<file path="src/rtl/core/separation_force_accumulator_assert.svh">
// Assertion helpers shared by the core modules
`ifndef SEPARATION_FORCE_ACCUMULATOR_ASSERT_SVH
`define SEPARATION_FORCE_ACCUMULATOR_ASSERT_SVH

// same-cycle implication, checked outside reset
`define SFA_ASSERT_NOW(lbl, ante, cons, msg) \
    lbl: assert property (@(posedge i_clk) disable iff (!i_rst_n) (ante) |-> (cons)) \
        else $error(msg);

// next-cycle implication, checked outside reset
`define SFA_ASSERT_NXT(lbl, ante, cons, msg) \
    lbl: assert property (@(posedge i_clk) disable iff (!i_rst_n) (ante) |=> (cons)) \
        else $error(msg);

`endif

</file>
<file path="src/rtl/core/sfa_pkg.sv">
package sfa_pkg;

    localparam int FRAC_BITS_DEF   = 16;
    localparam int QUEUE_DEPTH_DEF = 4;

    localparam logic [30:0] THRESHOLD_RST = 31'd327680;
    localparam logic [30:0] DECAY_RST     = 31'd65536;
    localparam logic [30:0] MAX_PUSH_RST  = 31'd655360;

    localparam logic [1:0] REG_THRESHOLD = 2'd0;
    localparam logic [1:0] REG_DECAY     = 2'd1;
    localparam logic [1:0] REG_MAX_PUSH  = 2'd2;

    // one classified neighbour record
    typedef struct packed {
        logic [2:0][30:0] mag;   // |neighbour - self| per axis
        logic [2:0]       pos;   // axis difference strictly positive
        logic             ok;    // not self and every axis in reach
        logic             first;
        logic             last;
    } t_rec;

    localparam int REC_W = $bits(t_rec);

    typedef struct packed {
        logic [2:0][31:0] push;
        logic [15:0]      count;
    } t_res;

    typedef enum logic [2:0] {
        S_IDLE,
        S_SQ,
        S_CHK,
        S_RUN,
        S_MUL,
        S_DIV,
        S_ACC,
        S_DONE
    } t_state;

endpackage

</file>
<file path="src/rtl/core/sfa_front.sv">
module sfa_front (
    input  logic [31:0]   i_self_x,
    input  logic [31:0]   i_self_y,
    input  logic [31:0]   i_self_z,
    input  logic [63:0]   i_self_id,
    input  logic [31:0]   i_neighbor_x,
    input  logic [31:0]   i_neighbor_y,
    input  logic [31:0]   i_neighbor_z,
    input  logic [63:0]   i_neighbor_id,
    input  logic          i_first_record,
    input  logic          i_last_record,
    output sfa_pkg::t_rec o_rec
);
    import sfa_pkg::*;

    logic [2:0][31:0] self_p;
    logic [2:0][31:0] nb_p;
    logic [2:0][32:0] diff;
    logic [2:0][32:0] mag;
    logic             reach;

    assign self_p = {i_self_z, i_self_y, i_self_x};
    assign nb_p   = {i_neighbor_z, i_neighbor_y, i_neighbor_x};

    always_comb begin
        reach = 1'b1;
        for (int a = 0; a < 3; a++) begin
            diff[a] = {nb_p[a][31], nb_p[a]} - {self_p[a][31], self_p[a]};
            mag[a]  = diff[a][32] ? (33'd0 - diff[a]) : diff[a];
            o_rec.mag[a] = mag[a][30:0];
            o_rec.pos[a] = !diff[a][32] && (diff[a] != 33'd0);
            if (mag[a][32:31] != 2'b00) begin
                reach = 1'b0;
            end
        end
        o_rec.ok    = reach && (i_self_id != i_neighbor_id);
        o_rec.first = i_first_record;
        o_rec.last  = i_last_record;
    end

endmodule

</file>
<file path="config.mk">
export PLATFORM = sky130hd
export DESIGN_NAME = sfa_front
export DESIGN_NICKNAME = d
export VERILOG_FILES = /design/src/rtl/core/separation_force_accumulator_assert.svh /design/src/rtl/core/sfa_pkg.sv /design/src/rtl/core/sfa_front.sv
export SDC_FILE = /design/constraint.sdc
export NUM_CORES = 1
export LEC_CHECK = 0
export BUFFER_PORTS_ARGS = -buffer_cell sky130_fd_sc_hd__buf_2
export CAP_MARGIN = 20
export CORE_AREA = 2 2 212 110
export DETAILED_ROUTE_END_ITERATION = 6
export DIE_AREA = 0 0 214 112
export PLACE_DENSITY = 0.79
export SYNTH_ARGS = -nofsm -noshare
export SYNTH_HDL_FRONTEND = slang
export SYNTH_SLANG_ARGS = --single-unit
</file>
<file path="constraint.sdc">
create_clock -name vclk -period 10.41
set_input_delay 1.5615 -clock vclk [all_inputs]
set_output_delay 1.5615 -clock vclk [all_outputs]
set_load 0.02 [all_outputs]
</file>
==> reports/summary.log <==
[power] Pleak 5.56 nW
[clock_network] CTS hold repair buffers 0
[critical_path] path type of the worst setup path in -> out
[global_route] met2 usage in global routing 46.4%
[cells_and_area] layout cell share with drive strength beyond 1 27.5%
[drt] violation count after the first detailed-routing iteration 1202
[global_route] pin count of the biggest net entering global routing 28
[critical_path] data arrival time of the critical path 5.69 ns
[synth] biggest area contributors in the synthesized netlist sky130_fd_sc_hd__ha_1 (14%), sky130_fd_sc_hd__xor2_1 (13%), sky130_fd_sc_hd__xnor2_1 (10%)
[critical_path] Worst Setup End Kind primary output
[floorplanning] Ports 421
[drt] average wire length per cell after detail routing 19.1 um
[sta] number of hold-slack violations in the final timing report 0
[sta] achievable clock frequency 138 MHz
[sta] RSZ-0062 raised after global routing false
[floorplanning] chip height 112 um
[global_route] number of global-route vias before repair 10361
[floorplanning] Die Outline Area 0.0240 mm2
[cells_and_area] Area growth syn-to-layout 26.6%
[sta] number of pins with negative max-slew slack in the final report 0
[placement] count of input and output buffers 417
[sta] measured slew at the worst slew-check pin 1.02 ns
[cells_and_area] utilization after layout 49.8%
[critical_path] capture point of the worst path o_rec[2]
[drt] count of TritonRoute iterations in the first routing pass 6
[synth] post-synthesis area per instance 6.65 um2
[global_route] remaining global-route overflow 0
[power] total power divided by cell area 101 mW/mm2
[synth] netlist area before placement 0.00873 mm2
[critical_path] crit-path max FO 4
[global_route] first-pass GRT wire length 56900 um
[critical_path] data required time of the critical path 8.85 ns
[power] post-layout total power 0.00111 W
[drt] post-detailed-route DRC marker count 0
[sta] slew margin rel. 31.8%
[synth] Yosys cell types 99
[floorplanning] core region area 0.0222 mm2
[synth] post-synthesis sequential area ratio 0%
[placement] hpwl dp 34300 um
[flow_run] max-capacitance violation count 0
[run_status] result of the run complete, no violations
[cells_and_area] total number of nets in the final design 2116
[cells_and_area] clock buf count 0
[critical_path] launch point of the worst path i_neighbor_x[0]
[synth] synthesized net count 1737
[synth] post-synth top area cell sky130_fd_sc_hd__ha_1
[global_route] global route hottest layer met2
[critical_path] CP startpoint kind primary input
[synth] fraction of synthesized cell area taken by the top area cell type 14.2%
[cells_and_area] fill cell total of the finished layout 2281
[sta] Min Hold Slack 3.12 ns
[clock_network] Setup Buffers After CTS 0
[sta] Final Setup Violations 0
[drt] post-detailed-route count of antenna-violating nets 0
[global_route] fraction of met1 tracks used by global routing 41.2%
[cells_and_area] total area of multi-input combinational cells 0.00801 mm2
[cells_and_area] register area 0 um2
[sta] crit path time final 7.26 ns
[sta] total negative slack 0 ns
[sta] Period Utilization, post-route 69.7%
[floorplanning] Die Span X 214 um
[min_path] type of the tightest min-delay check in -> out
[synth] Post-Synthesis Cells 1313
[global_route] global-route met3 utilization 7.05%
[floorplanning] row cnt 39
[global_route] initial antenna violation count 17
[drt] routed via count 11242
[power] Max rail drop VDD 0.0000696 V
[synth] number of synthesis warnings 0
[drt] Vias/cell 5.58
[cells_and_area] count of sequential standard cells 0
[clock_network] CTS resizes 0
[global_route] global-route total usage across every layer 30.0%
[placement] final RePlAce weighted congestion 1.01
[floorplanning] initial cell density of the core 39.3%
[drt] overall routed net length 38400 um
-- cells by family after synthesis --
family                   after synthesis  share of synthesized area (%)
adder cells (fa/ha/maj)              102                           14.9
AO/OA/AOI/OAI                        395                           29.4
buffers and inverters                178                           8.33
AND/OR/NAND/NOR                      402                           23.7
XOR/XNOR                             233                           23.4
multiplexers                           3                          0.358
-- cell type report --
cell class	count	share of cell area, %
tap	307	3.47
inverter	135	4.58
multi-input combinational	1135	72.4
timing repair buffer	420	19.1
antenna	17	0.385
-- cells in the final DEF (no fill, tap or decap), types with 4 or more instances in the layout --
cell type                     n
sky130_fd_sc_hd__o31ai_1      7
sky130_fd_sc_hd__a21boi_0     5
sky130_fd_sc_hd__or2_2        5
sky130_fd_sc_hd__xnor2_1    104
sky130_fd_sc_hd__o221ai_1     7
sky130_fd_sc_hd__nand2b_1    12
sky130_fd_sc_hd__a21oi_1    133
sky130_fd_sc_hd__and2_1      11
sky130_fd_sc_hd__xor2_1     129
sky130_fd_sc_hd__a41oi_1      4
sky130_fd_sc_hd__o211ai_1    11
sky130_fd_sc_hd__a21o_1      31
sky130_fd_sc_hd__o2111ai_1    4
sky130_fd_sc_hd__a31oi_1     25
sky130_fd_sc_hd__o21bai_1    11
sky130_fd_sc_hd__nor2b_1      6
sky130_fd_sc_hd__nand3_1     29
sky130_fd_sc_hd__o21a_1      17
sky130_fd_sc_hd__diode_2     17
sky130_fd_sc_hd__nor3_1      23
sky130_fd_sc_hd__a221oi_1     4
sky130_fd_sc_hd__inv_1      135
sky130_fd_sc_hd__nor2_1      94
sky130_fd_sc_hd__nor4_1      17
sky130_fd_sc_hd__nand4_1     27
sky130_fd_sc_hd__buf_2      417
sky130_fd_sc_hd__ha_1        99
sky130_fd_sc_hd__nand2_1    113
sky130_fd_sc_hd__o21ai_0     87
sky130_fd_sc_hd__or3_1       13
sky130_fd_sc_hd__and3_1      11
-- power by group --
group	switching (W)	internal, W
Sequential	0	0
Combinational	0.000704	0.000410
Clock	0	0.000000000219
Total	0.000704	0.000410
-- synthesized netlist by cell type (all sizes together) (14+ instances only) --
library cell / count
inv: 135
a21oi: 134
xor2: 129
nand2: 114
xnor2: 104
ha: 99
nor2: 96
o21ai: 88
a21o: 32
nand3: 29
a31oi: 28
clkbuf: 27
nand4: 27
nor3: 24
nor4: 19
o21a: 17
and3: 14
buf: 14
-- worst max-delay path, cell delays in order --
cell and delay, ns:
sky130_fd_sc_hd__buf_2 0.10, sky130_fd_sc_hd__inv_1 0.05, sky130_fd_sc_hd__ha_1 0.16, sky130_fd_sc_hd__inv_1 0.06, sky130_fd_sc_hd__fa_1 0.40, sky130_fd_sc_hd__a21o_1 0.21
sky130_fd_sc_hd__a221o_1 0.37, sky130_fd_sc_hd__a21oi_1 0.46, sky130_fd_sc_hd__o21bai_1 0.19, sky130_fd_sc_hd__xnor2_1 0.31, sky130_fd_sc_hd__nand3_1 0.17, sky130_fd_sc_hd__nor3b_1 0.54
sky130_fd_sc_hd__nand3_1 0.27, sky130_fd_sc_hd__nor3_2 0.26, sky130_fd_sc_hd__a211oi_1 0.13, sky130_fd_sc_hd__nor4_2 0.24, sky130_fd_sc_hd__buf_2 0.21
-- through the flow --
stage / instances / area, um2 / worst slack, ns
2_1_floorplan: 1313 / 8730 / 4.04
3_3_place_gp: 1996 / 11000 / 3.39
3_5_place_dp: 1996 / 11000 / 3.27
4_1_cts: 1996 / 11000 / 3.27
5_1_grt: 2013 / 11100 / 2.92
6_report: 2014 / 11100 / 3.15
-- per-layer routing --
layer	share of wire, %	wire length, um
met1	44	17100
met2	43	16400
met3	10	3890
met4	3.0	1140
met5	0	0
-- how the worst min path moves through the flow --
stage	start	to	cells after the start
after global placement	i_first_record	o_rec[1]	0
after floorplan	i_last_record	o_rec[0]	1
after global routing	i_first_record	o_rec[1]	0
final	i_first_record	o_rec[1]	0
after detailed placement	i_first_record	o_rec[1]	0
after CTS	i_first_record	o_rec[1]	0
(Power assumes the default switching activity.)
