==> src/rtl/core/separation_force_accumulator_assert.svh <==
// Assertion helpers shared by the core modules
`ifndef SEPARATION_FORCE_ACCUMULATOR_ASSERT_SVH
`define SEPARATION_FORCE_ACCUMULATOR_ASSERT_SVH

// same-cycle implication, checked outside reset
`define SFA_ASSERT_NOW(lbl, ante, cons, msg) \
    lbl: assert property (@(posedge i_clk) disable iff (!i_rst_n) (ante) |-> (cons)) \
        else $error(msg);

// next-cycle implication, checked outside reset
`define SFA_ASSERT_NXT(lbl, ante, cons, msg) \
    lbl: assert property (@(posedge i_clk) disable iff (!i_rst_n) (ante) |=> (cons)) \
        else $error(msg);

`endif

==> src/rtl/core/sfa_pkg.sv <==
package sfa_pkg;

    localparam int FRAC_BITS_DEF   = 16;
    localparam int QUEUE_DEPTH_DEF = 4;

    localparam logic [30:0] THRESHOLD_RST = 31'd327680;
    localparam logic [30:0] DECAY_RST     = 31'd65536;
    localparam logic [30:0] MAX_PUSH_RST  = 31'd655360;

    localparam logic [1:0] REG_THRESHOLD = 2'd0;
    localparam logic [1:0] REG_DECAY     = 2'd1;
    localparam logic [1:0] REG_MAX_PUSH  = 2'd2;

    // one classified neighbour record
    typedef struct packed {
        logic [2:0][30:0] mag;   // |neighbour - self| per axis
        logic [2:0]       pos;   // axis difference strictly positive
        logic             ok;    // not self and every axis in reach
        logic             first;
        logic             last;
    } t_rec;

    localparam int REC_W = $bits(t_rec);

    typedef struct packed {
        logic [2:0][31:0] push;
        logic [15:0]      count;
    } t_res;

    typedef enum logic [2:0] {
        S_IDLE,
        S_SQ,
        S_CHK,
        S_RUN,
        S_MUL,
        S_DIV,
        S_ACC,
        S_DONE
    } t_state;

endpackage

==> src/rtl/core/sfa_queue.sv <==
`include "separation_force_accumulator_assert.svh"

module sfa_queue #(
    parameter int DEPTH = sfa_pkg::QUEUE_DEPTH_DEF,
    parameter int WIDTH = sfa_pkg::REC_W
) (
    input  logic             i_clk,
    input  logic             i_rst_n,
    input  logic             i_wr,
    input  logic [WIDTH-1:0] i_data,
    output logic             o_full,
    input  logic             i_rd,
    output logic [WIDTH-1:0] o_data,
    output logic             o_empty
);
    import sfa_pkg::*;

    localparam int AW = (DEPTH > 1) ? $clog2(DEPTH) : 1;

    logic [WIDTH-1:0] r_mem [DEPTH];
    logic [AW-1:0]    r_wp, n_wp;
    logic [AW-1:0]    r_rp, n_rp;
    logic [AW:0]      r_cnt, n_cnt;
    logic             wr_en, rd_en;

    assign o_full  = (r_cnt == (AW+1)'(DEPTH));
    assign o_empty = (r_cnt == '0);
    assign wr_en   = i_wr && !o_full;
    assign rd_en   = i_rd && !o_empty;
    assign o_data  = r_mem[r_rp];

    always_comb begin
        n_wp  = r_wp;
        n_rp  = r_rp;
        n_cnt = r_cnt;
        if (wr_en) begin
            n_wp = (r_wp == AW'(DEPTH-1)) ? '0 : r_wp + AW'(1);
        end
        if (rd_en) begin
            n_rp = (r_rp == AW'(DEPTH-1)) ? '0 : r_rp + AW'(1);
        end
        if (wr_en && !rd_en) begin
            n_cnt = r_cnt + (AW+1)'(1);
        end else if (rd_en && !wr_en) begin
            n_cnt = r_cnt - (AW+1)'(1);
        end
    end

    always_ff @(posedge i_clk) begin
        if (!i_rst_n) begin
            r_wp  <= '0;
            r_rp  <= '0;
            r_cnt <= '0;
        end else begin
            r_wp  <= n_wp;
            r_rp  <= n_rp;
            r_cnt <= n_cnt;
        end
    end

    always_ff @(posedge i_clk) begin
        if (wr_en) begin
            r_mem[r_wp] <= i_data;
        end
    end

    `SFA_ASSERT_NOW(a_q_bound, 1'b1, r_cnt <= (AW+1)'(DEPTH), "queue count past depth")
    `SFA_ASSERT_NXT(a_q_inc, wr_en && !rd_en, r_cnt == $past(r_cnt) + (AW+1)'(1), "queue lost a write")
    `SFA_ASSERT_NXT(a_q_dec, rd_en && !wr_en, r_cnt == $past(r_cnt) - (AW+1)'(1), "queue lost a read")

endmodule

==> config.mk <==
export PLATFORM = sky130hd
export DESIGN_NAME = sfa_queue
export DESIGN_NICKNAME = d
export VERILOG_FILES = /design/src/rtl/core/sfa_pkg.sv /design/src/rtl/core/sfa_queue.sv
export VERILOG_INCLUDE_DIRS = /design/src /design/src/rtl/core
export SDC_FILE = /design/constraint.sdc
export NUM_CORES = 1
export LEC_CHECK = 0
export ABC_AREA = 0
export BUFFER_PORTS_ARGS = -buffer_cell sky130_fd_sc_hd__buf_2
export CORE_MARGIN = 4
export CORE_UTILIZATION = 43
export DETAILED_ROUTE_END_ITERATION = 8
export PLACE_DENSITY_LB_ADDON = 0.3
export SYNTH_ARGS = -nofsm -noshare
export SYNTH_HDL_FRONTEND = slang
export SYNTH_SLANG_ARGS = --single-unit
export TNS_END_PERCENT = 30
==> constraint.sdc <==
create_clock -name i_clk -period 5 [get_ports i_clk]
set_input_delay 1 -clock i_clk [delete_from_list [all_inputs] [get_ports i_clk]]
set_output_delay 1 -clock i_clk [all_outputs]
set_load 0.01 [all_outputs]
==> results of run 1 <==
[power by group through the flow]
stage / combinational, mW / sequential (mW) / clock [mW]
after floorplan: 1.27 / 4.29 / 0
after detailed placement: 1.93 / 4.37 / 0
after global placement: 1.92 / 4.35 / 0
after CTS: 1.94 / 4.30 / 3.02
final: 1.87 / 4.29 / 2.92
after global routing: 2.04 / 4.33 / 3.18
[stage by stage]
stage	hold slack, ns	area, µm²	util [%]	instances	worst slack, ns
2_1_floorplan	0.4677	14720	-	568	0.8546
3_3_place_gp	0.4951	16320	48.54	1203	1.814
3_5_place_dp	0.5112	16320	48.54	1203	1.808
4_1_cts	0.5186	17630	52.45	1279	1.469
5_1_grt	0.5553	17630	52.45	1279	1.363
6_report	0.5195	17630	52.45	1279	1.574
[final cells by class]
| cell class | count | area, µm² |
|---|---|---|
| Inverter | 3 | 11.26 |
| Tap cell | 448 | 560.5 |
| Timing Repair Buffer | 211 | 1151 |
| Clock inverter | 25 | 180.2 |
| Sequential cell | 405 | 12080 |
| Fill cell | 2609 | 15980 |
| Multi-Input combinational cell | 136 | 2515 |
| Clock buffer | 51 | 1136 |
[layout by cell type (no fill, tap or decap), types with 3 or more instances in the layout]
| master | instances |
|---|---|
| mux2i_1 | 3 |
| clkbuf_16 | 43 |
| buf_12 | 6 |
| and2_4 | 4 |
| clkinv_2 | 9 |
| clkbuf_1 | 5 |
| clkbuf_8 | 3 |
| mux4_2 | 99 |
| ha_1 | 6 |
| o21ai_0 | 3 |
| inv_1 | 3 |
| clkinv_1 | 9 |
| edfxtp_1 | 396 |
| dfxtp_1 | 7 |
| buf_2 | 203 |
| nand2_1 | 6 |
[logic make-up (layout without fill, tap and decap cells)]
group | Yosys count | count (layout) | synth area share [%]
compound gates | 5 | 5 | 0.2040
xor+xnor | 2 | 2 | 0.1190
fa+ha+maj | 7 | 7 | 0.6458
buf+inv | 27 | 290 | 1.003
flops | 405 | 405 | 81.98
mux | 102 | 102 | 15.35
simple gates | 20 | 20 | 0.6968
[how the worst max path moves through the flow]
stage | end | slack (ns) | depth (start not counted)
CTS | o_data[74] | 1.47 | 3
global placement | r_mem[0][97] | 1.81 | 4
detailed placement | r_mem[0][36] | 1.81 | 4
finish | o_data[21] | 1.57 | 3
global route | o_data[34] | 1.36 | 3
floorplan | r_mem[1][0] | 0.85 | 3
[registers in the layout, summed over array words and instances (netlist names), named ones only]
signal and flops:
r_cnt 3, r_rp 2, r_wp 2, r_mem 396
[metal layers]
layer	routed length (µm)	part of all wire, %	track usage [%]	vias up
met4	475	1.7	3.595	12
met3	2246	8.2	5.402	52
li1	-	-	-	2907
met1	11130	41	19.50	3428
met2	13510	49	23.54	175
met5	76	0.28	0	-
[tightest hold or removal path: stages (launching register included)]
cell	delay, ns
dfxtp_1	0.35
nand2_1	0.07
mux2i_1	0.05
==> results by stage, run 1 <==
Pwr:
- For this design the ratio of total power to cell area is 515.1 nW/µm².
- The maximum vdd ir drop is 0.3425 mV.
- The fraction of power spent switching nets is 25.54%.
- Internal power comes to 6.763 mW.
- The static leakage power is 5.874 nW.
- Per report_power, the combinational group accounts for 20.6% of the total.
- Sequential cells burn 47.2% of the power.
- The share of total power dissipated in the clock network is 32.2%.
- The design draws 9.084 mW.
- For this design the total switching power over the nets is 2.320 mW.

STA:
- The final number of hold-violating endpoints came to 0.
- The slew at the pin with the worst max-slew slack is 0.8858 ns.
- The setup skew after layout is 0.01785 ns.
- The final setup violation count is 0.
- The final number of max-transition violations came to 0.
- Setup repair after global routing left no endpoint under its margin.
- The clock period minus final worst setup slack is 3.426 ns.
- The worst pin sits at a relative slew slack of 40.95%.
- The setup TNS is 0 ns.
- The final critical path takes up 68.52% of the cycle.
- The fmax is 0.2919 GHz.

Yosys:
- The synthesized design contains 396 enable-type register cells.
- The share of the Yosys chip area taken by registers is 81.99%.
- The cell type contributing the most total cell area after synthesis is edfxtp_1.
- The synthesized design devotes to its leading area cell type 80.76% of total area.
- The post-synthesis sequential element count is 405.
- Yosys printed 0 warnings.
- Each instance of the synthesized netlist takes up on average 25.92 µm².
- edfxtp_1 is the most common cell in the netlist.
- Summing every instance area after synthesis gives 14720 µm².
- In the post-synthesis netlist, the biggest area contributors are edfxtp_1 81%, mux4_2 15%, dfxtp_1 1.2%.
- After synthesis, the netlist uses 25 different library cells.
- The number of nets produced by synthesis is 678.
- The post-synthesis instance total is 568.
- The commonest register cell after synthesis is edfxtp_1.
- After synthesis, the most frequently instantiated cells are 396 x edfxtp_1, 99 x mux4_2, 10 x buf_2, 10 x clkbuf_1, 9 x dfxtp_1.
- In the synthesized netlist the async set-or-reset flop fraction comes to 0%.

Worst setup path:
- In this run the worst path has a maximum fanout of 24.
- The arrival time at the worst endpoint is 2.43 ns.
- The register-to-register setup slack is 2.47 ns.
- The critical path contains buffers and inverters numbering 2 combined.
- The data required time of the worst path is 4.00 ns.
- The startpoint type of the worst setup path is a flip-flop.
- The reg-to-reg startpoint is r_cnt[0].
- The endpoint of the worst register-to-register path is r_mem[0][15].
- The critical path goes through buf_4 -> mux4_2 -> buf_2.
- The number of cells on the worst reg-to-reg path is 4.
- The setup path with the least slack is of type flip-flop to output port.
- The kind of end point of the critical path is an output port.
- The kind of cell with the highest combined delay along the critical path is flip-flops.
- The library cell contributing the largest single delay on the critical path is dfxtp_4.
- The peak per-stage delay on the critical path is 0.68 ns.

Floorplanning:
- The initial core utilization is 43.80%.
- The horizontal extent of the die is 193.0 µm.
- The area of the core is 33620 µm².
- The total I/O pin count is 204.
- The initialized floorplan defines 67 standard-cell rows.
- The die covers 37270 µm².
- The die is 193.0 µm tall.

Layout:
- The number of antenna diodes is 0.
- The area growth from synthesis to layout is 19.76%.
- In the final layout, the share of cells above drive strength 1 is 45.49%.
- The layout net count is 909.

Global routing:
- The global-route wire length before repair is 41.53 mm.
- The number of global-route vias before repair is 7139.
- In the global route stage, overall resource usage came out at 14.71%.
- The number of antenna violations at the first check in global routing came to 6.
- Entering global routing, the biggest net connects 61 pins.
- The residual overflow from global routing is 0.

Hold path:
- In this run the most critical hold path is launched from r_wp[1].
- The end of the worst hold path is r_wp[1].
- The tightest min-delay check is of the flip-flop to flip-flop type.
- The number of cells on the worst hold path is 2.

Placed design:
- The post-detailed-placement half-perimeter wirelength is 16.54 mm.
- The congestion estimate from routability-driven global placement came to 0.6753.
- The number of input and output port buffers inserted is 203.

Drt:
- Once detail routing completed, the nets flagged for antenna violations numbered 0.
- The detailed-route via count is 6574.
- The remaining routing DRC violations is 0.
- The via density per instance is 5.140.
- The final wirelength is 27.44 mm.
- Dividing the detail-routed wire length by the instance count gives 21.45 µm.
- The number of search-and-repair iterations in the first detailed-routing pass is 4.
- In this run, the number of DRC markers left after iteration 0 of detailed routing was 466.

Clocking:
- The clock tree root driver cell is clkbuf_16.
- Clock-pin slew was measured on the worst setup and hold paths at 0.06 ns.
- The clock sink count is 405.
- In this run, post-CTS hold repair placed 0 buffers.
- The number of cells upsized or downsized after cts is 0.
- Post-CTS timing repair inserted 0 buffers for setup.
- The total CTS buffers is 42.
- The CTS tree is yes.
- The number of H-tree levels is 2.
- The clock passes through at most 3 buffers.
- The later-pin clock latency in the skew report is 0.53 ns.

Job:
- The count of max-cap constraint violations is 0.

Run status:
- The flow ran to the end, and the final reports show no timing, DRC or antenna violations.
(Power assumes the default switching activity.)
==> run 2, diff against run 1 <==
clock period = 3.3 ns   (was 5 ns; I/O delays follow)
==> results by stage, run 2 (synthesis results as in run 1) <==
Clocking:
- The setup fix buffers added after clock tree synthesis is 0 (unchanged).
- The worst-case clock buffer depth came to 3 (unchanged).
- The number of H-tree levels came to 2 (unchanged).
- In this run the clock root is driven by a clkbuf_16.
- The clock sink count is 405 (unchanged).
- The cts-stage hold buffer count came to 0 (unchanged).
- The number of cells upsized or downsized after cts is 0 (unchanged).
- The later-pin clock latency in the skew report is 0.53 ns (about the same).
- The CTS clock-pin slew for the worst setup and hold paths is 0.06 ns (about the same).
- The CTS tree is yes.
- The total CTS buffers is 42 (unchanged).

Drt:
- The wire length on met3 came to 2.132 mm (-5.1%).
- The number of search-and-repair iterations in the first detailed-routing pass is 4 (unchanged).
- The met2 wirelength from detailed routing is 13.89 mm (+2.8%).
- The detailed-route via count came to 6630 (+0.85%).
- The via density per instance is 5.132 (-0.16%).
- The count of antenna-violating nets left after detailed routing is 0 (unchanged).
- The mean routed wirelength per cell is 21.90 µm (+2.1%).
- The detailed router's first-iteration violation count came to 335 (-28%).
- The routed length on met1 is 11.62 mm (+4.4%).
- The final wirelength came to 28.29 mm (+3.1%).
- The remaining routing DRC violations was 0 (unchanged).
- Signal routing reaches up to met5.

Floorplanning:
- The total I/O pin count was 204 (unchanged).
- The die footprint is 37270 µm² (unchanged).
- The y dimension of the die is 193.0 µm (unchanged).
- The initial core utilization is 43.80% (unchanged).
- The horizontal extent of the die is 193.0 µm (unchanged).
- The standard-cell row count came to 67 (unchanged).
- The area of the core is 33620 µm² (unchanged).

Hold path:
- The class of the worst hold path is primary input to flip-flop.

STA:
- Setup repair after global routing left no endpoint under its margin.
- The final hold slack came to 0.3499 ns (-0.1696 ns).
- The final worst-path setup slack is 0.4306 ns (-1.143 ns).
- The final setup violation count was 0 (unchanged).
- The setup TNS is 0 ns (unchanged).
- The period utilization is 86.95%.
- Timing would allow up to 0.3485 GHz.
- The setup skew after layout was 0.02053 ns (+0.002680 ns).
- The final number of hold-violating endpoints is 0 (unchanged).
- The clock period minus final worst setup slack is 2.869 ns.
- The relative slew slack is 61.44% (+20 points).
- The final number of max-transition violations was 0 (unchanged).
- The slew at the pin with the worst max-slew slack is 0.5784 ns (-0.3074 ns).

Worst setup path:
- The data required time of the worst path was 2.64 ns (-1.36 ns).
- Walking the worst path, the cells encountered are buf_4 -> mux4_2 -> buf_2.
- STA classifies the critical path endpoint as an output port.
- The library cell contributing the largest single delay on the critical path is dfxtp_4.
- The peak per-stage delay on the critical path is 0.62 ns (-0.06 ns).
- The arrival time at the worst endpoint is 2.21 ns (-0.22 ns).
- The kind of cell with the highest combined delay on the critical path is flip-flops.
- The number of buffer and inverter stages on the critical path is 2 (unchanged).
- The startpoint type of the worst setup path is a flip-flop.
- The worst setup path is of the flip-flop to output port kind.
- The largest driver fanout on the critical path is 18 (-25%).

Placed design:
- The worst setup slack before clock tree synthesis is 0.9156 ns (-0.8924 ns).
- The number of input and output port buffers inserted is 203 (unchanged).
- The global placer's final weighted congestion came to 0.6912 (+2.4%).
- The post-detailed-placement half-perimeter wirelength is 17.28 mm (+4.5%).

Global routing:
- The number of antenna violations at the first check in global routing is 8 (+2).
- The overall global routing resource usage came to 15.11% (+0.40 points).
- The pin count of the biggest net entering global routing is 48 (-21%).
- The global-route wire length before repair is 42.47 mm (+2.3%).
- The number of global-route vias before repair came to 7167 (+0.39%).
- The residual overflow from global routing is 0 (unchanged).

Job:
- The count of max-cap constraint violations is 0 (unchanged).

Layout:
- The final standard cell utilization of the core is 52.82% (+0.36 points).
- The layout cell share with drive strength beyond 1 came to 45.61% (+0.12 points).
- In the final layout, the registers with the most flip-flops are r_mem: 396 flops, r_cnt: 3 flops.
- The number of filler instances in the final layout is 2597 (-0.46%).
- Counting flops per register, the top entry is r_mem.
- The area growth from synthesis to layout is 20.58%.
- The layout net count was 920 (+1.2%).
- The number of flip-flops under the largest register name is 396 (unchanged).
- The most frequent standard cell in the layout excluding fill and tap cells is edfxtp_1.
- In the layout the commonest cells are 396 x edfxtp_1, 203 x buf_2, 99 x mux4_2.

Run status:
- The flow ran to the end, and the final reports show no timing, DRC or antenna violations.

Pwr:
- The static leakage power was 5.933 nW (+1.0%).
- The post-route total power is 13.82 mW (+52%).
- The maximum vdd ir drop came to 0.5179 mV (+51%).
- The power density over the cells came to 778.2 nW/µm² (+51%).
run 2: cell count changes in the layout (fill, tap and decap cells not counted), sizes merged:
cell / before / now
diode: 0 / 2
clkinv: 20 / 18
clkbuf: 51 / 55
buf: 211 / 222
clkinvlp: 2 / 0
run 2: routing by layer:
layer | vias to the layer above | GRT usage, %
met4 | 14 | 3.731
met3 | 60 | 4.969
met5 | - | 0
li1 | 2923 | -
met1 | 3451 | 19.99
met2 | 182 | 24.62
run 2: area by class of cell:
| cell class | instances | area (µm²) | share of cell area, % |
|---|---|---|---|
| Multi-Input combinational cell | 136 | 2515 | 14.16 |
| Clock inverter | 21 | 153.9 | 0.8668 |
| Clock buffer | 55 | 1121 | 6.314 |
| Antenna cell | 2 | 5.005 | 0.02819 |
| Timing Repair Buffer | 222 | 1309 | 7.371 |
| Tap cell | 448 | 560.5 | 3.157 |
| Sequential cell | 405 | 12080 | 68.03 |
| Inverter | 3 | 11.26 | 0.06343 |
run 2: power by group:
part | switching (mW) | internal, mW | leakage (nW)
Combinational | 1.51 | 1.45 | 1.60
Clock | 1.82 | 2.55 | 0.631
Sequential | 0.220 | 6.26 | 3.70
run 2: per-stage QoR:
step	area, µm²	instances
floorplan	14730	568
global placement	16470	1214
detailed placement	16470	1214
CTS	17750	1290
global route	17750	1291
finish	17750	1292
run 2: path summary, 6_finish.rpt:
check	endpoint	slack (ns)	startpoint	cells past startpoint
min	r_mem[0][50]	0.35	i_data[50]	1
min reg2reg	r_wp[1]	0.51	r_wp[1]	2
max reg2reg	r_cnt[2]	1.06	r_cnt[1]	8
max	o_data[16]	0.43	flip-flop	3
==> run 3, diff against run 2 <==
MAX_ROUTING_LAYER = met4   (was default)
==> results by stage, run 3 (synthesis results as in run 1) <==
Worst setup path:
- The worst setup path is launched from a flip-flop.
- The critical path goes through buf_4 -> mux4_2 -> buf_2.
- The peak per-stage delay on the critical path is 0.62 ns (about the same).
- The number of buffer and inverter stages on the critical path is 2 (unchanged).
- The arrival time at the worst endpoint is 2.20 ns (about the same).
- The largest driver fanout on the critical path is 18 (unchanged).
- The worst setup path is captured at an output port.
- The worst register-to-register path begins at r_cnt[1].
- The worst register-to-register path ends at r_cnt[2].
- The number of cells on the worst reg-to-reg path is 8 (unchanged).
- Grouping stages by cell kind, the critical path spends the most delay in flip-flops.
- The register-to-register setup slack was 1.06 ns (about the same).
- The setup path with the least slack is of type flip-flop to output port.
- The data required time of the worst path is 2.64 ns (about the same).
- The library cell contributing the largest single delay on the critical path is dfxtp_4.

Layout:
- The register with the highest flop count is r_mem.
- The area growth from synthesis to layout was 20.70% (about the same).
- The final standard cell utilization of the core is 52.87% (about the same).
- The layout net count is 920 (unchanged).
- The layout cell share with drive strength beyond 1 is 45.61% (unchanged).
- The number of filler instances in the final layout is 2594 (-0.12%).
- In the final layout, the registers with the most flip-flops are r_mem: 396 flops, r_cnt: 3 flops.
- The footprint of the flip-flops and latches is 12080 µm² (unchanged).
- The final standard cell area without fillers was 17770 µm² (about the same).
- The most frequent standard cell in the layout excluding fill and tap cells is edfxtp_1.
- The area taken by multi-input logic gates is 2515 µm² (unchanged).
- In the layout the commonest cells are 396 x edfxtp_1, 203 x buf_2, 99 x mux4_2.
- The number of flip-flops under the largest register name was 396 (unchanged).

Global routing:
- The overall global routing resource usage was 15.58% (+0.48 points).
- The residual overflow from global routing is 0 (unchanged).
- The number of antenna violations at the first check in global routing is 8 (unchanged).
- met2 is the most crowded layer.
- The global-route wire length before repair is 42.50 mm (about the same).
- The met2 track demand over resource is 24.58% (-0.040 points).
- The number of global-route vias before repair is 7164 (-0.042%).
- The met3 usage is 4.681% (-0.29 points).
- The met1 routing resource usage after global routing came to 20.27% (+0.28 points).
- The pin count of the biggest net entering global routing is 48 (unchanged).

Hold path:
- The class of the worst hold path is primary input to flip-flop.
- The critical hold path startpoint is i_data[50].
- The end of the worst hold path is r_mem[0][50].
- The number of cells on the worst hold path is 1 (unchanged).

STA:
- The period utilization is 86.80% (-0.15 points).
- The slew at the pin with the worst max-slew slack came to 0.5822 ns (+0.003866 ns).
- Setup repair after global routing left no endpoint under its margin.
- The relative slew slack is 61.18% (-0.26 points).
- The final setup violation count is 0 (unchanged).
- The final number of hold-violating endpoints is 0 (unchanged).
- The clock period minus final worst setup slack is 2.864 ns (-0.005031 ns).
- The fmax was 0.3491 GHz (+0.18%).
- The final hold slack is 0.3472 ns (-0.002639 ns).
- The setup skew after layout was 0.02194 ns (+0.001411 ns).
- The final number of max-transition violations is 0 (unchanged).

Clocking:
- The number of cells upsized or downsized after cts is 0 (unchanged).
- The cts-stage hold buffer count is 0 (unchanged).
- The clock tree root driver cell is clkbuf_16.
- The total CTS buffers was 42 (unchanged).
- The CTS clock-pin slew for the worst setup and hold paths came to 0.06 ns (about the same).
- TritonCTS built the clock tree.
- The number of H-tree levels came to 2 (unchanged).
- The clock sink count is 405 (unchanged).
- The later-pin clock latency in the skew report is 0.53 ns (about the same).
- The setup fix buffers added after clock tree synthesis came to 0 (unchanged).
- The worst-case clock buffer depth is 3 (unchanged).

Floorplanning:
- The die footprint is 37270 µm² (unchanged).
- The area of the core came to 33620 µm² (unchanged).
- The horizontal extent of the die is 193.0 µm (unchanged).
- The total I/O pin count is 204 (unchanged).
- The y dimension of the die is 193.0 µm (unchanged).
- The standard-cell row count was 67 (unchanged).
- The initial core utilization is 43.80% (unchanged).

Placed design:
- The global placer's final weighted congestion is 0.6992 (+1.2%).
- The post-detailed-placement half-perimeter wirelength came to 17.28 mm (unchanged).
- The number of input and output port buffers inserted is 203 (unchanged).
- The instance area after placement is 16470 µm² (unchanged).

Pwr:
- The static leakage power is 5.933 nW (about the same).
- The power density over the cells is 777.4 nW/µm² (-0.10%).
- The maximum vdd ir drop is 0.5181 mV (about the same).
- The post-route total power is 13.82 mW (about the same).

Drt:
- The number of search-and-repair iterations in the first detailed-routing pass is 4 (unchanged).
- The detailed-route via count came to 6654 (+0.36%).
- The mean routed wirelength per cell was 21.83 µm (-0.30%).
- The final wirelength is 28.36 mm (+0.24%).
- The via density per instance was 5.122 (-0.18%).
- The count of antenna-violating nets left after detailed routing came to 0 (unchanged).
- The detailed router's first-iteration violation count is 367 (+9.6%).
- The remaining routing DRC violations is 0 (unchanged).

Job:
- The count of max-cap constraint violations is 0 (unchanged).

Run status:
- The run finished with clean final reports.
run 3: report_power, final:
| part | switching [mW] | internal (mW) | total [mW] |
|---|---|---|---|
| clock | 1.82 | 2.55 | 4.37 |
| combinational | 1.51 | 1.45 | 2.96 |
| sequential | 0.220 | 6.26 | 6.48 |
run 3: final cells by class:
type,instances,area share (%)
Sequential cell,405,67.97
Multi-Input combinational cell,136,14.15
Timing Repair Buffer,222,7.364
Clock buffer,55,6.308
Tap cell,448,3.154
Clock inverter,21,0.8660
Antenna cell,9,0.1267
Inverter,3,0.06336
run 3: worst max-delay path by stage:
stage,endpoint,slack [ns],cells after the start
final,o_data[16],0.44,3
after global routing,o_data[16],0.26,3
after global placement,o_data[72],0.92,3
after detailed placement,o_data[72],0.92,3
after CTS,o_data[16],0.34,3
after floorplan,r_mem[0][0],-0.50,3
run 3: per-stage QoR:
step | cells | worst slack [ns] | TNS (ns)
after detailed placement | 1214 | 0.9156 | 0
after floorplan | 568 | -0.5050 | -99.98
after CTS | 1290 | 0.3433 | 0
after global placement | 1214 | 0.9158 | 0
final | 1299 | 0.4356 | 0
after global routing | 1298 | 0.2564 | 0
run 3: metal layers:
layer	vias to the layer above	wire length (µm)	part of all wire, %
met4	0	543	1.9
met5	-	0	0
li1	2935	-	-
met3	48	2167	7.6
met2	189	13950	49
met1	3482	11690	41
run 3: worst register-to-register path, delay by kind of cell, from the launching register on:
kind	cells	cell delay, ns
xor+xnor	1	0.16
flops	1	0.37
fa+ha+maj	2	0.56
compound gates	2	0.51
simple gates	1	0.30
buf+inv	2	0.26
